==> src/sv/gmsig_pkg.sv <==
// Shared types and constants for the stitched grid triangle index generator.
// Holds the walk phase enum, the walk position struct and the register codes.
// No dependencies.
package gmsig_pkg;

  // Largest supported vertices per grid side
  localparam logic [7:0] MAX_GRID_SIZE = 8'd255;

  // Configuration register indexes
  localparam logic CFG_GRID_SIZE = 1'b0;
  localparam logic CFG_EDGE_MODE = 1'b1;

  // Edge stitching modes
  localparam logic [3:0] EDGE_NONE         = 4'd0;
  localparam logic [3:0] EDGE_TOP          = 4'd1;
  localparam logic [3:0] EDGE_BOTTOM       = 4'd2;
  localparam logic [3:0] EDGE_RIGHT        = 4'd3;
  localparam logic [3:0] EDGE_LEFT         = 4'd4;
  localparam logic [3:0] EDGE_TOP_RIGHT    = 4'd5;
  localparam logic [3:0] EDGE_RIGHT_BOTTOM = 4'd6;
  localparam logic [3:0] EDGE_BOTTOM_LEFT  = 4'd7;
  localparam logic [3:0] EDGE_LEFT_TOP     = 4'd8;

  typedef enum logic [1:0] {
    PH_DONE,
    PH_BASE,
    PH_FAN_TB,
    PH_FAN_LR
  } phase_e;

  // Position of the walk: phase, cell, triangle half and fan slot
  typedef struct packed {
    phase_e     phase;
    logic [7:0] col;
    logic [7:0] row;
    logic       half;
    logic [7:0] fan;
  } walk_t;

  // Stitched edges decoded from the edge mode
  typedef struct packed {
    logic top;
    logic bottom;
    logic right;
    logic left;
  } edge_t;

  // Outcome of a short scan along one row of cells
  typedef struct packed {
    logic       found;
    logic [7:0] col;
    logic       half;
  } scan_t;

  function automatic edge_t edge_decode(logic [3:0] mode);
    edge_t e;
    e.top    = mode inside {EDGE_TOP, EDGE_TOP_RIGHT, EDGE_LEFT_TOP};
    e.bottom = mode inside {EDGE_BOTTOM, EDGE_RIGHT_BOTTOM, EDGE_BOTTOM_LEFT};
    e.right  = mode inside {EDGE_RIGHT, EDGE_TOP_RIGHT, EDGE_RIGHT_BOTTOM};
    e.left   = mode inside {EDGE_LEFT, EDGE_BOTTOM_LEFT, EDGE_LEFT_TOP};
    return e;
  endfunction

endpackage

==> src/sv/grid_mesh_stitch_index_generator.sv <==
// A request accepted at one edge has its triangle in the output register at that
// edge; it is visible on the outputs in the next cycle. Throughput: one request,
// and one triangle, per cycle while in_ready_o is high; the walk position is held
// settled on the next triangle to emit, so no request is spent on dropped triangles.
// A configuration write blocks requests for the following cycle (start point refresh).
// Reset: walk done, grid_size 41, edge_mode none, output register empty.
// Depends on gmsig_pkg.
module grid_mesh_stitch_index_generator (
  input  logic        clk_i,
  input  logic        rst_ni,
  // configuration write port
  input  logic        cfg_we_i,
  input  logic        cfg_index_i,
  input  logic [7:0]  cfg_data_i,
  // request channel
  input  logic        in_valid_i,
  output logic        in_ready_o,
  input  logic        start_req_i,
  // result channel
  output logic        out_valid_o,
  input  logic        out_ready_i,
  output logic [15:0] vert_a_o,
  output logic [15:0] vert_b_o,
  output logic [15:0] vert_c_o,
  output logic        tri_valid_o,
  output logic        tri_last_o
);

  // Drop rule for one base triangle at column x, row y, half h
  function automatic logic is_dropped(logic [7:0] n, logic [8:0] x, logic [8:0] y,
                                      logic h, gmsig_pkg::edge_t e);
    logic side_rule;
    logic drop;
    side_rule = (h != y[0]);
    drop      = 1'b0;
    if (e.top && !h && (y == 9'd0)) drop = 1'b1;
    if (e.bottom && h && (({1'b0, y} + 10'd2) == {2'b00, n})) drop = 1'b1;
    if (e.right && (({1'b0, x} + 10'd2) == {2'b00, n}) && side_rule) drop = 1'b1;
    if (e.left && (x == 9'd0) && side_rule) drop = 1'b1;
    return drop;
  endfunction

  // Look at four successive triangles of a row; a row never drops more than three
  // in a row, so the first kept one is among them unless the row ends first
  function automatic gmsig_pkg::scan_t scan_row(logic [7:0] n, logic [7:0] cells,
                                                logic [8:0] row, logic [8:0] col,
                                                logic half, gmsig_pkg::edge_t e);
    gmsig_pkg::scan_t s;
    logic [9:0]       t0;
    logic [9:0]       t;
    logic             stop;
    s    = '0;
    stop = 1'b0;
    t0   = {col, half};
    for (int k = 0; k < 4; k++) begin
      t = t0 + 10'(k);
      if (!stop) begin
        if (t[9:1] >= {1'b0, cells}) begin
          stop = 1'b1;
        end else if (!is_dropped(n, t[9:1], row, t[0], e)) begin
          stop    = 1'b1;
          s.found = 1'b1;
          s.col   = t[8:1];
          s.half  = t[0];
        end
      end
    end
    return s;
  endfunction

  // Move the walk on to the next triangle to emit, or to done
  function automatic gmsig_pkg::walk_t settle_walk(gmsig_pkg::walk_t p, logic [7:0] n,
                                                   logic [7:0] cells, logic [6:0] fans,
                                                   gmsig_pkg::edge_t e);
    gmsig_pkg::walk_t w;
    gmsig_pkg::scan_t s1;
    gmsig_pkg::scan_t s2;
    logic [8:0]       row1;
    logic [8:0]       row2;
    logic [8:0]       col1;
    logic             half1;
    logic             go_fan;
    w      = p;
    go_fan = 1'b0;
    row1   = {1'b0, p.row};
    col1   = {1'b0, p.col};
    half1  = p.half;
    // wrap a column past the row end onto the next row
    if (p.col >= cells) begin
      row1  = row1 + 9'd1;
      col1  = '0;
      half1 = 1'b0;
    end
    row2 = row1 + 9'd1;
    s1   = scan_row(n, cells, row1, col1, half1, e);
    s2   = scan_row(n, cells, row2, 9'd0, 1'b0, e);
    if (p.phase == gmsig_pkg::PH_BASE) begin
      if ((p.row >= cells) || (row1 >= {1'b0, cells})) begin
        go_fan = 1'b1;
      end else if (s1.found) begin
        w.row  = row1[7:0];
        w.col  = s1.col;
        w.half = s1.half;
      end else if (row2 >= {1'b0, cells}) begin
        go_fan = 1'b1;
      end else if (s2.found) begin
        w.row  = row2[7:0];
        w.col  = s2.col;
        w.half = s2.half;
      end else begin
        go_fan = 1'b1;
      end
    end
    if (go_fan) begin
      w.phase = gmsig_pkg::PH_FAN_TB;
      w.fan   = '0;
    end
    if ((w.phase == gmsig_pkg::PH_FAN_TB) &&
        (!(e.top || e.bottom) || (w.fan >= {1'b0, fans}))) begin
      w.phase = gmsig_pkg::PH_FAN_LR;
      w.fan   = '0;
    end
    if ((w.phase == gmsig_pkg::PH_FAN_LR) &&
        (!(e.left || e.right) || (w.fan >= {1'b0, fans}))) begin
      w.phase = gmsig_pkg::PH_DONE;
      w.fan   = '0;
    end
    return w;
  endfunction

  // Advance past the triangle just emitted
  function automatic gmsig_pkg::walk_t step_walk(gmsig_pkg::walk_t p);
    gmsig_pkg::walk_t w;
    w = p;
    if (p.phase == gmsig_pkg::PH_BASE) begin
      if (!p.half) begin
        w.half = 1'b1;
      end else begin
        w.half = 1'b0;
        w.col  = p.col + 8'd1;
      end
    end else begin
      w.fan = p.fan + 8'd1;
    end
    return w;
  endfunction

  logic [7:0]       grid_q;
  logic [3:0]       mode_q;
  logic             cfg_hold_q;
  gmsig_pkg::walk_t walk_q, walk_d;
  gmsig_pkg::walk_t start_q, start_d;
  logic             out_valid_q, out_valid_d;
  logic [15:0]      vert_a_q, vert_a_d;
  logic [15:0]      vert_b_q, vert_b_d;
  logic [15:0]      vert_c_q, vert_c_d;
  logic             tri_valid_q, tri_valid_d;
  logic             tri_last_q, tri_last_d;

  logic [7:0]       n;
  logic [7:0]       cells;
  logic [6:0]       fans;
  gmsig_pkg::edge_t edges;
  gmsig_pkg::walk_t pos;
  gmsig_pkg::walk_t next_pos;
  gmsig_pkg::walk_t init_pos;
  logic             in_acc;
  logic             out_acc;
  logic             emit;
  logic [8:0]       mul_op;
  logic [16:0]      prod;
  logic [15:0]      p16;
  logic [15:0]      n16;
  logic [15:0]      cell_a;
  logic [15:0]      fan_x;
  logic [15:0]      va, vb, vc;

  // Decode the live configuration
  assign n     = (grid_q > gmsig_pkg::MAX_GRID_SIZE) ? gmsig_pkg::MAX_GRID_SIZE : grid_q;
  assign cells = (n >= 8'd2) ? (n - 8'd1) : 8'd0;
  assign fans  = (n >= 8'd3) ? 7'((n - 8'd1) >> 1) : 7'd0;
  assign edges = gmsig_pkg::edge_decode(mode_q);

  // Handshakes
  assign in_ready_o = !cfg_hold_q && (!out_valid_q || out_ready_i);
  assign in_acc     = in_valid_i && in_ready_o;
  assign out_acc    = out_valid_q && out_ready_i;

  // Settled first triangle of a fresh walk, refreshed every cycle
  always_comb begin
    init_pos       = '0;
    init_pos.phase = gmsig_pkg::PH_BASE;
    start_d        = settle_walk(init_pos, n, cells, fans, edges);
  end

  // Pick the walk position for this request and work out the following one
  assign pos      = start_req_i ? start_q : walk_q;
  assign emit     = (pos.phase != gmsig_pkg::PH_DONE);
  assign next_pos = settle_walk(step_walk(pos), n, cells, fans, edges);

  // Shared multiplier: row base, grid area or fan row base by phase
  always_comb begin
    case (pos.phase)
      gmsig_pkg::PH_BASE:   mul_op = {1'b0, pos.row};
      gmsig_pkg::PH_FAN_TB: mul_op = {1'b0, n};
      gmsig_pkg::PH_FAN_LR: mul_op = {pos.fan, 1'b0};
      default:              mul_op = '0;
    endcase
  end

  assign prod   = 17'(mul_op) * 17'(n);
  assign p16    = prod[15:0];
  assign n16    = {8'd0, n};
  assign cell_a = p16 + {8'd0, pos.col};
  assign fan_x  = {7'd0, pos.fan, 1'b0};

  // Form the triangle's three vertex indices
  always_comb begin
    va = '0;
    vb = '0;
    vc = '0;
    case (pos.phase)
      gmsig_pkg::PH_BASE: begin
        if (!cell_a[0]) begin
          if (!pos.half) begin
            va = cell_a;
            vb = cell_a + 16'd1;
            vc = cell_a + n16 + 16'd1;
          end else begin
            va = cell_a + n16 + 16'd1;
            vb = cell_a + n16;
            vc = cell_a;
          end
        end else begin
          if (!pos.half) begin
            va = cell_a;
            vb = cell_a + 16'd1;
            vc = cell_a + n16;
          end else begin
            va = cell_a + 16'd1;
            vb = cell_a + n16 + 16'd1;
            vc = cell_a + n16;
          end
        end
      end
      gmsig_pkg::PH_FAN_TB: begin
        if (edges.top) begin
          va = fan_x;
          vb = fan_x + 16'd2;
          vc = fan_x + n16 + 16'd1;
        end else begin
          // last row starts at n*n - n, the one above at n*n - 2n
          va = fan_x + p16 - n16;
          vb = fan_x + p16 - n16 + 16'd2;
          vc = fan_x + p16 - (n16 << 1) + 16'd1;
        end
      end
      gmsig_pkg::PH_FAN_LR: begin
        if (edges.right) begin
          va = n16 - 16'd1 + p16;
          vb = n16 - 16'd1 + p16 + (n16 << 1);
          vc = n16 - 16'd2 + p16 + n16;
        end else begin
          va = p16;
          vb = p16 + (n16 << 1);
          vc = 16'd1 + p16 + n16;
        end
      end
      default: begin
        va = '0;
        vb = '0;
        vc = '0;
      end
    endcase
  end

  // Next walk position and output register contents
  always_comb begin
    walk_d      = walk_q;
    out_valid_d = out_valid_q;
    vert_a_d    = vert_a_q;
    vert_b_d    = vert_b_q;
    vert_c_d    = vert_c_q;
    tri_valid_d = tri_valid_q;
    tri_last_d  = tri_last_q;
    if (out_acc) begin
      out_valid_d = 1'b0;
    end
    if (in_acc) begin
      walk_d      = emit ? next_pos : pos;
      out_valid_d = 1'b1;
      vert_a_d    = emit ? va : 16'd0;
      vert_b_d    = emit ? vb : 16'd0;
      vert_c_d    = emit ? vc : 16'd0;
      tri_valid_d = emit;
      tri_last_d  = emit && (next_pos.phase == gmsig_pkg::PH_DONE);
    end
  end

  // Configuration registers; a write holds off requests in the next cycle
  always_ff @(posedge clk_i or negedge rst_ni) begin
    if (!rst_ni) begin
      grid_q     <= 8'd41;
      mode_q     <= gmsig_pkg::EDGE_NONE;
      cfg_hold_q <= 1'b1;
    end else begin
      cfg_hold_q <= cfg_we_i;
      if (cfg_we_i) begin
        case (cfg_index_i)
          gmsig_pkg::CFG_GRID_SIZE: grid_q <= cfg_data_i;
          gmsig_pkg::CFG_EDGE_MODE: mode_q <= cfg_data_i[3:0];
          default: ;
        endcase
      end
    end
  end

  // Walk state and start point
  always_ff @(posedge clk_i or negedge rst_ni) begin
    if (!rst_ni) begin
      walk_q      <= '0;
      start_q     <= '0;
      out_valid_q <= 1'b0;
    end else begin
      walk_q      <= walk_d;
      start_q     <= start_d;
      out_valid_q <= out_valid_d;
    end
  end

  // Result payload
  always_ff @(posedge clk_i) begin
    vert_a_q    <= vert_a_d;
    vert_b_q    <= vert_b_d;
    vert_c_q    <= vert_c_d;
    tri_valid_q <= tri_valid_d;
    tri_last_q  <= tri_last_d;
  end

  assign out_valid_o = out_valid_q;
  assign vert_a_o    = vert_a_q;
  assign vert_b_o    = vert_b_q;
  assign vert_c_o    = vert_c_q;
  assign tri_valid_o = tri_valid_q;
  assign tri_last_o  = tri_last_q;

  // A configuration write blocks requests in the next cycle
  a_cfg_hold: assert property (@(posedge clk_i) disable iff (!rst_ni)
    cfg_we_i |=> !in_ready_o)
    else $error("request taken right after a configuration write");

  // A last flag only comes with a real triangle
  a_last_valid: assert property (@(posedge clk_i) disable iff (!rst_ni)
    out_valid_o && tri_last_o |-> tri_valid_o)
    else $error("last flag without a triangle");

  // The walk is done after its last triangle
  a_last_done: assert property (@(posedge clk_i) disable iff (!rst_ni)
    in_acc && tri_last_d |=> (walk_q.phase == gmsig_pkg::PH_DONE))
    else $error("walk still running after last triangle");

  // Every accepted request leaves a result behind
  a_result: assert property (@(posedge clk_i) disable iff (!rst_ni)
    in_acc |=> out_valid_o)
    else $error("accepted request produced no result");

endmodule

==> config.mk <==
export PLATFORM = sky130hd
export DESIGN_NAME = grid_mesh_stitch_index_generator
export DESIGN_NICKNAME = d
export VERILOG_FILES = /design/src/sv/gmsig_pkg.sv /design/src/sv/grid_mesh_stitch_index_generator.sv
export SDC_FILE = /design/constraint.sdc
export NUM_CORES = 1
export LEC_CHECK = 0
export BUFFER_PORTS_ARGS = -buffer_cell sky130_fd_sc_hd__buf_2
export CORE_ASPECT_RATIO = 1.2
export CORE_MARGIN = 2
export CORE_UTILIZATION = 45
export CTS_CLUSTER_DIAMETER = 80
export DETAILED_ROUTE_END_ITERATION = 10
export HOLD_SLACK_MARGIN = 0.08
export PLACE_DENSITY = 0.73
export REMOVE_ABC_BUFFERS = 1
export SLEW_MARGIN = 20
export SYNTH_ARGS = -nofsm -noshare
export SYNTH_HDL_FRONTEND = slang
export SYNTH_SLANG_ARGS = --single-unit
export TNS_END_PERCENT = 1
==> constraint.sdc <==
create_clock -name clk_i -period 15.6 [get_ports clk_i]
set_clock_uncertainty 0.1 [all_clocks]
set_input_delay 1.56 -clock clk_i [delete_from_list [all_inputs] [get_ports clk_i]]
set_output_delay 1.56 -clock clk_i [all_outputs]
set_load 0.02 [all_outputs]
==> results.tsv, run 1 <==
stage	metric	value	unit
run_status	status	completed	
cts	cts_buffers	9	
critical_path	timing.rr.start	grid_q[1]	
synthesis	ys.flop_type	edfxtp_1	
routing	via_count	21939	
power	p_sw_frac	0.5566	
global_routing	grt-ovfl-total	0	
synthesis	yosysTopAreaCell	ha_1	
critical_path	cp_max_fo	15	
critical_path	reg2reg_depth	53	
floorplanning	die_x	201.3	um
routing	ant_nets	0	
routing	dr.pass1.iters	9	
power	p_switching	1.391	mW
floorplanning	io_pins	67	
power	p_per_area	111.3	nW/um^2
placement	port_buffers	66	
cts	clock_path_buffers	2	
synthesis	ys_async_sr_fraction	0.4845	
finish	regArea	2683	um^2
finish	fillers	4589	
synthesis	synth.distinct_cells	111	
finish	drive_gt1_frac	0.08129	
power	p_seq_frac	0.142	
run	maxCapViolations	0	
sta	setup_viol	0	
critical_path	worstPathArrival	14850	ps
cts	cts_setup_buffers	0	
critical_path	crit_family	compound AO/OA/AOI/OAI gates	
placement	placedCellCount	3380	
global_routing	antenna_found_initial	1	
sta	rsz0062_at_grt	no	
critical_path	crit_required	15680	ps
critical_path	slowest_stage	mux2i_1	
power	vdd_drop_max	65.08	uV
sta	fmax	67.69	MHz
routing	wire_per_inst	24.58	um
finish	layoutNonFillerInstCount	3396	
critical_path	rrSetupSlack	1450	ps
synthesis	synth_top_area_share	0.1482	
critical_path	rr_endpoint	tri_last_o	
floorplanning	die_h	240.8	um
synthesis	syn_avg_cell_area	7.627	um^2
cts	clockRootBuffer	clkbuf_16	
sta	fin_crit_sh	0.9470	
finish	synthToLayoutAreaGrowth	6.842	%
sta	tightest_slew	1049	ps
placement	dpl.hpwl	65820	um
sta	setup_tns	0	ps
worst_hold_path	hp-class	reg -> reg	
finish	finalNetCount	3090	
routing	detail_route.iter0.violations	1801	
cts	htree_levels	3	
synthesis	syn_inst	2757	
global_routing	grt_max_degree	56	
sta	hold_viol_final	0	
routing	remaining_drc_errors	0	
floorplanning	initial_core_util	0.4566	
sta	drv_slew	0	
finish	n_antenna_cell	0	
critical_path	startpoint_type	input port	
synthesis	ys_warn_count	0	
cts	clk_pin_slew	90	ps
finish	multi_input_area	17120	um^2
cts	tritoncts	done	
cts	clk_latency	410	ps
global_routing	grt_pass1_vias	21246	
synthesis	seq_area_frac_synth	0.1276	
cts	postCtsResizedCells	0	
routing	drt-total-wl	83490	um
floorplanning	rows	86	
synthesis	synth_area	21030	um^2
power	clkPwrFrac	0.099	
floorplanning	dieArea	48480	um^2
critical_path	path_buf_inv	6	
critical_path	crit_type	in -> reg	
global_routing	grt_pass1_wl	125500	um
critical_path	cp_common_cell	a21oi_1	
sta	max_slew_margin	0.2958	
routing	vias_per_cell	6.460	
sta	layout_min_cycle_time	14770	ps
placement	gp_congestion	1.006	
power	p_leak	9.975	nW
synthesis	synth-seq-cells	97	
worst_hold_path	whs_path_depth	1	
synthesis	synth_edf_count	50	
worst_hold_path	min_delay_worst_endpoint	out_valid_o	
cts	postCtsHoldBufs	0	
synthesis	synth.area.top_cells	ha_1 (15%), xnor2_1 (9.1%), edfxtp_1 (7.1%), dfrtp_1 (5.1%), nand2_1 (4.9%)	
worst_hold_path	min-delay-start	out_valid_o	
power	p_int	1.108	mW
floorplanning	core-area	46050	um^2
critical_path	end_kind	register	
cts	cts.sinks	97	
global_routing	grt_usage	0.3392	
critical_path	slowest_delay	780	ps
power	pwr-share-comb	0.759	
-- worst register-to-register path: cells and delay by family, from the launching register on --
kind / cells / cell delay, ps
xor gates and xnor gates: 2 / 910
adders and majority gates: 6 / 2080
DFF: 1 / 390
and+or+nand+nor: 18 / 4060
AOI/OAI and AO/OA: 21 / 5300
buffers and inverters: 6 / 1050
-- stage by stage --
| stage | setup WS [ps] | power (mW) | instance area [um^2] | hold slack, ps | util |
|---|---|---|---|---|---|
| finish | 826.0 | 2.500 | 22470 | 416.2 | 0.4879 |
| global route | 6.555 | 2.662 | 22470 | 456.1 | 0.4879 |
| CTS | 1109 | 2.450 | 22470 | 418.5 | 0.4879 |
| detailed placement | 709.2 | 2.193 | 22160 | 395.9 | 0.4811 |
| global placement | 884.2 | 2.163 | 22160 | 382.3 | 0.4811 |
| floorplan | 1890 | 1.641 | 20510 | 362.2 | - |
-- power groups by stage --
stage	Clock, mW	Sequential [mW]	Combinational, mW
2_1_floorplan	0	0.376	1.26
3_3_place_gp	0	0.357	1.81
3_5_place_dp	0	0.358	1.83
4_1_cts	0.251	0.353	1.85
5_1_grt	0.259	0.357	2.05
6_report	0.249	0.355	1.90
-- cells by family after synthesis --
kind of cell	after synthesis	synth area share
mux	46	0.02273
buf+inv	328	0.06093
simple gates	879	0.2103
compound gates	797	0.2504
flops	97	0.1276
fa+ha+maj	303	0.1981
other cells	1	0.0001783
xor+xnor	306	0.1298
-- final cells by class --
| type | instances | area share |
|---|---|---|
| repair buffers | 132 | 0.03675 |
| flip-flops and latches | 97 | 0.1194 |
| clock buffers | 11 | 0.01130 |
| well taps | 616 | 0.03430 |
| clock inverters | 5 | 0.002506 |
| inverters | 202 | 0.03397 |
| multi-input cells | 2333 | 0.7618 |
-- worst max path at each step --
stage,startpoint,to,slack (ps),cells after the start
3_3_place_gp,start_req_i,tri_last_o,880,54
5_1_grt,start_req_i,tri_last_o,7,51
6_report,start_req_i,tri_last_o,830,51
2_1_floorplan,start_req_i,tri_last_o,1890,53
3_5_place_dp,start_req_i,tri_last_o,710,54
4_1_cts,start_req_i,tri_last_o,1110,51
-- sequential cells by signal (all words and copies together), names as in the netlist --
name and flops:
out_valid_o 1, mode_q 4, walk_q 27, tri_valid_o 1
cfg_hold_q 1, vert_c_o 16, vert_a_o 16, grid_q 8
tri_last_o 1, vert_b_o 16, start_q 6
-- cells in the final DEF (no fill, tap or decap), types with 31 or more instances in the layout --
cell type | netlist | routed
a211oi_1 | 32 | 31
a21o_1 | 55 | 55
a21oi_1 | 199 | 197
and2_1 | 46 | 46
buf_2 | 18 | 66
buf_4 | 0 | 66
dfrtp_1 | 43 | 43
edfxtp_1 | 50 | 50
fa_1 | 51 | 51
ha_1 | 249 | 249
inv_1 | 188 | 188
nand2_1 | 274 | 274
nand2b_1 | 33 | 33
nand3_1 | 71 | 71
nor2_1 | 176 | 174
nor2b_1 | 36 | 34
nor3_1 | 66 | 66
o211ai_1 | 35 | 35
o21ai_0 | 153 | 153
o21bai_1 | 48 | 48
o22ai_1 | 32 | 32
xnor2_1 | 218 | 218
xor2_1 | 84 | 84
-- cell usage after synthesis, types with 11 or more instances --
master	number
buf_2	18
o22ai_1	32
mux2i_1	32
nor2b_1	36
nand4_1	22
o21ai_1	17
and2_1	46
nand2b_1	33
o21a_1	11
a22oi_1	22
ha_1	249
a221oi_1	13
a21oi_1	199
or3_1	17
a31oi_1	27
a21o_1	55
nor4_1	22
buf_1	14
and3_1	26
nand2_1	274
a211oi_1	32
mux2_2	14
edfxtp_1	50
xnor2_1	218
o211ai_1	35
inv_1	188
clkbuf_1	91
nand3_1	71
dfrtp_1	43
nor3_1	66
xor2_1	84
fa_1	51
nor2_1	176
o21bai_1	48
o2111ai_1	11
o21ai_0	153
o31ai_1	19
-- metal layers --
layer | global-route usage | part of all wire | wire, um
met1 | 0.3821 | 0.37 | 31200
met2 | 0.5853 | 0.47 | 38900
met3 | 0.03970 | 0.070 | 5871
met4 | 0.2703 | 0.090 | 7515
met5 | 0 | 0 | 0
No activity file was read; power rests on OpenSTA's default activity.
==> run 2: changes to the inputs <==
Settings changed: BUFFER_PORTS_ARGS -buffer_cell sky130_fd_sc_hd__buf_2 to not set, DONT_BUFFER_PORTS set to 1, PLACE_DENSITY 0.73 to 0.72.
==> results.tsv, run 2 (synthesis results as in run 1) <==
stage	metric	value	unit
run_status	status	completed	
routing	detail_route.iter0.violations	1765	
critical_path	startpoint_type	input port	
finish	fillers	4684	
critical_path	crit_required	15680	ps
finish	synthToLayoutAreaGrowth	5.444	%
cts	htree_levels	3	
cts	clock_path_buffers	2	
sta	tightest_slew	1098	ps
power	vdd_drop_max	75.51	uV
sta	fin_crit_sh	0.8995	
placement	port_buffers	0	
floorplanning	io_pins	67	
floorplanning	initial_core_util	0.4566	
floorplanning	die_h	240.8	um
sta	hold_viol_final	0	
finish	largest_register_ffs	27	
worst_hold_path	min-delay-start	walk_q[23]	
critical_path	crit_type	in -> reg	
critical_path	slowest_stage	or4b_2	
cts	cts_setup_buffers	0	
worst_hold_path	whs_path_depth	2	
placement	gp_congestion	1.016	
routing	remaining_drc_errors	0	
critical_path	reg2reg_depth	57	
finish	final_cell_mix	nand2_1 (274), ha_1 (249), xnor2_1 (218)	
critical_path	rrSetupSlack	1750	ps
floorplanning	dieArea	48480	um^2
critical_path	cp_common_cell	a21o_1	
run	maxCapViolations	0	
sta	fmax	71.26	MHz
cts	postCtsResizedCells	0	
global_routing	grt_pass1_wl	127500	um
routing	via_count	21536	
placement	pre_cts_ws	1276	ps
global_routing	antenna_found_initial	0	
global_routing	grt_usage	0.3462	
floorplanning	rows	86	
cts	cts.sinks	97	
sta	layout_min_cycle_time	14030	ps
routing	dr.pass1.iters	6	
sta	drv_slew	0	
worst_hold_path	hp-class	reg -> reg	
sta	fin_ws	1567	ps
routing	vias_per_cell	6.460	
critical_path	end_kind	register	
global_routing	grt_pass1_vias	21145	
critical_path	slowest_delay	730	ps
critical_path	cp_max_fo	58	
sta	max_slew_margin	0.2492	
critical_path	timing.rr.start	grid_q[1]	
cts	tritoncts	done	
finish	n_antenna_cell	0	
sta	rsz0062_at_grt	no	
routing	ant_nets	0	
critical_path	crit_start	start_req_i	
cts	clk_latency	420	ps
finish	mostFrequentLayoutCell	nand2_1	
critical_path	worstPathArrival	14110	ps
power	p_leak	9.737	nW
routing	wire_per_inst	25.48	um
placement	dpl.hpwl	67500	um
sta	setup_tns	0	ps
floorplanning	die_x	201.3	um
finish	drive_gt1_frac	0.05997	
sta	whs	422.6	ps
sta	setup_viol	0	
global_routing	grt-ovfl-total	0	
routing	drt-total-wl	84960	um
floorplanning	core-area	46050	um^2
cts	clockRootBuffer	clkbuf_16	
cts	postCtsHoldBufs	0	
power	p_per_area	111.9	nW/um^2
cts	cts_buffers	9	
finish	largest_register	walk_q	
global_routing	grt_max_degree	59	
power	p_total	2.480	mW
finish	finalNetCount	3028	
cts	clk_pin_slew	90	ps
==> run 2: layout make-up <==
cell class	instances	area, um^2	share of cell area
Clock buffer	11	254.0	0.01145
Clock inverter	5	56.30	0.002539
Inverter	202	763.2	0.03442
Multi-Input combinational cell	2333	17120	0.7721
Sequential cell	97	2683	0.1210
Tap cell	616	770.7	0.03476
Timing Repair Buffer	70	525.5	0.02370
==> run 2: routing by layer <==
layer / up-vias / global-route usage / wire, um
met5: - / 0 / 0
met4: 0 / 0.2475 / 6696
met3: 309 / 0.04685 / 5394
met2: 1019 / 0.6071 / 40570
met1: 10331 / 0.3890 / 32290
li1: 9877 / - / -
==> run 2: stage by stage <==
| stage | util | instances | cell area [um^2] |
|---|---|---|---|
| final | 0.4815 | 3334 | 22170 |
| after global routing | 0.4815 | 3334 | 22170 |
| after CTS | 0.4815 | 3334 | 22170 |
| after detailed placement | 0.4747 | 3318 | 21860 |
| after global placement | 0.4747 | 3318 | 21860 |
| after floorplan | - | 2632 | 20510 |
==> run 2: where the power goes <==
part | leakage [nW] | switching (mW) | internal (mW)
Sequential | 1.08 | 0.0650 | 0.317
Clock | 0.154 | 0.130 | 0.123
Combinational | 8.50 | 1.18 | 0.662
Total | 9.74 | 1.38 | 1.10
==> run 2: path summary, 6_finish.rpt <==
kind	end
min in group asynchronous	grid_q[7]
max reg2reg	tri_last_o
min reg2reg	walk_q[23]
max	tri_last_o
min	walk_q[23]
max in group asynchronous	cfg_hold_q
==> run 2: critical path: cells and delay by family <==
| family | cells | cell delay [ps] |
|---|---|---|
| AO/OA/AOI/OAI | 27 | 5820 |
| AND/OR/NAND/NOR | 15 | 3180 |
| adder cells (fa/ha/maj) | 6 | 1760 |
| buffers and inverters | 7 | 1090 |
| multiplexers | 2 | 610 |
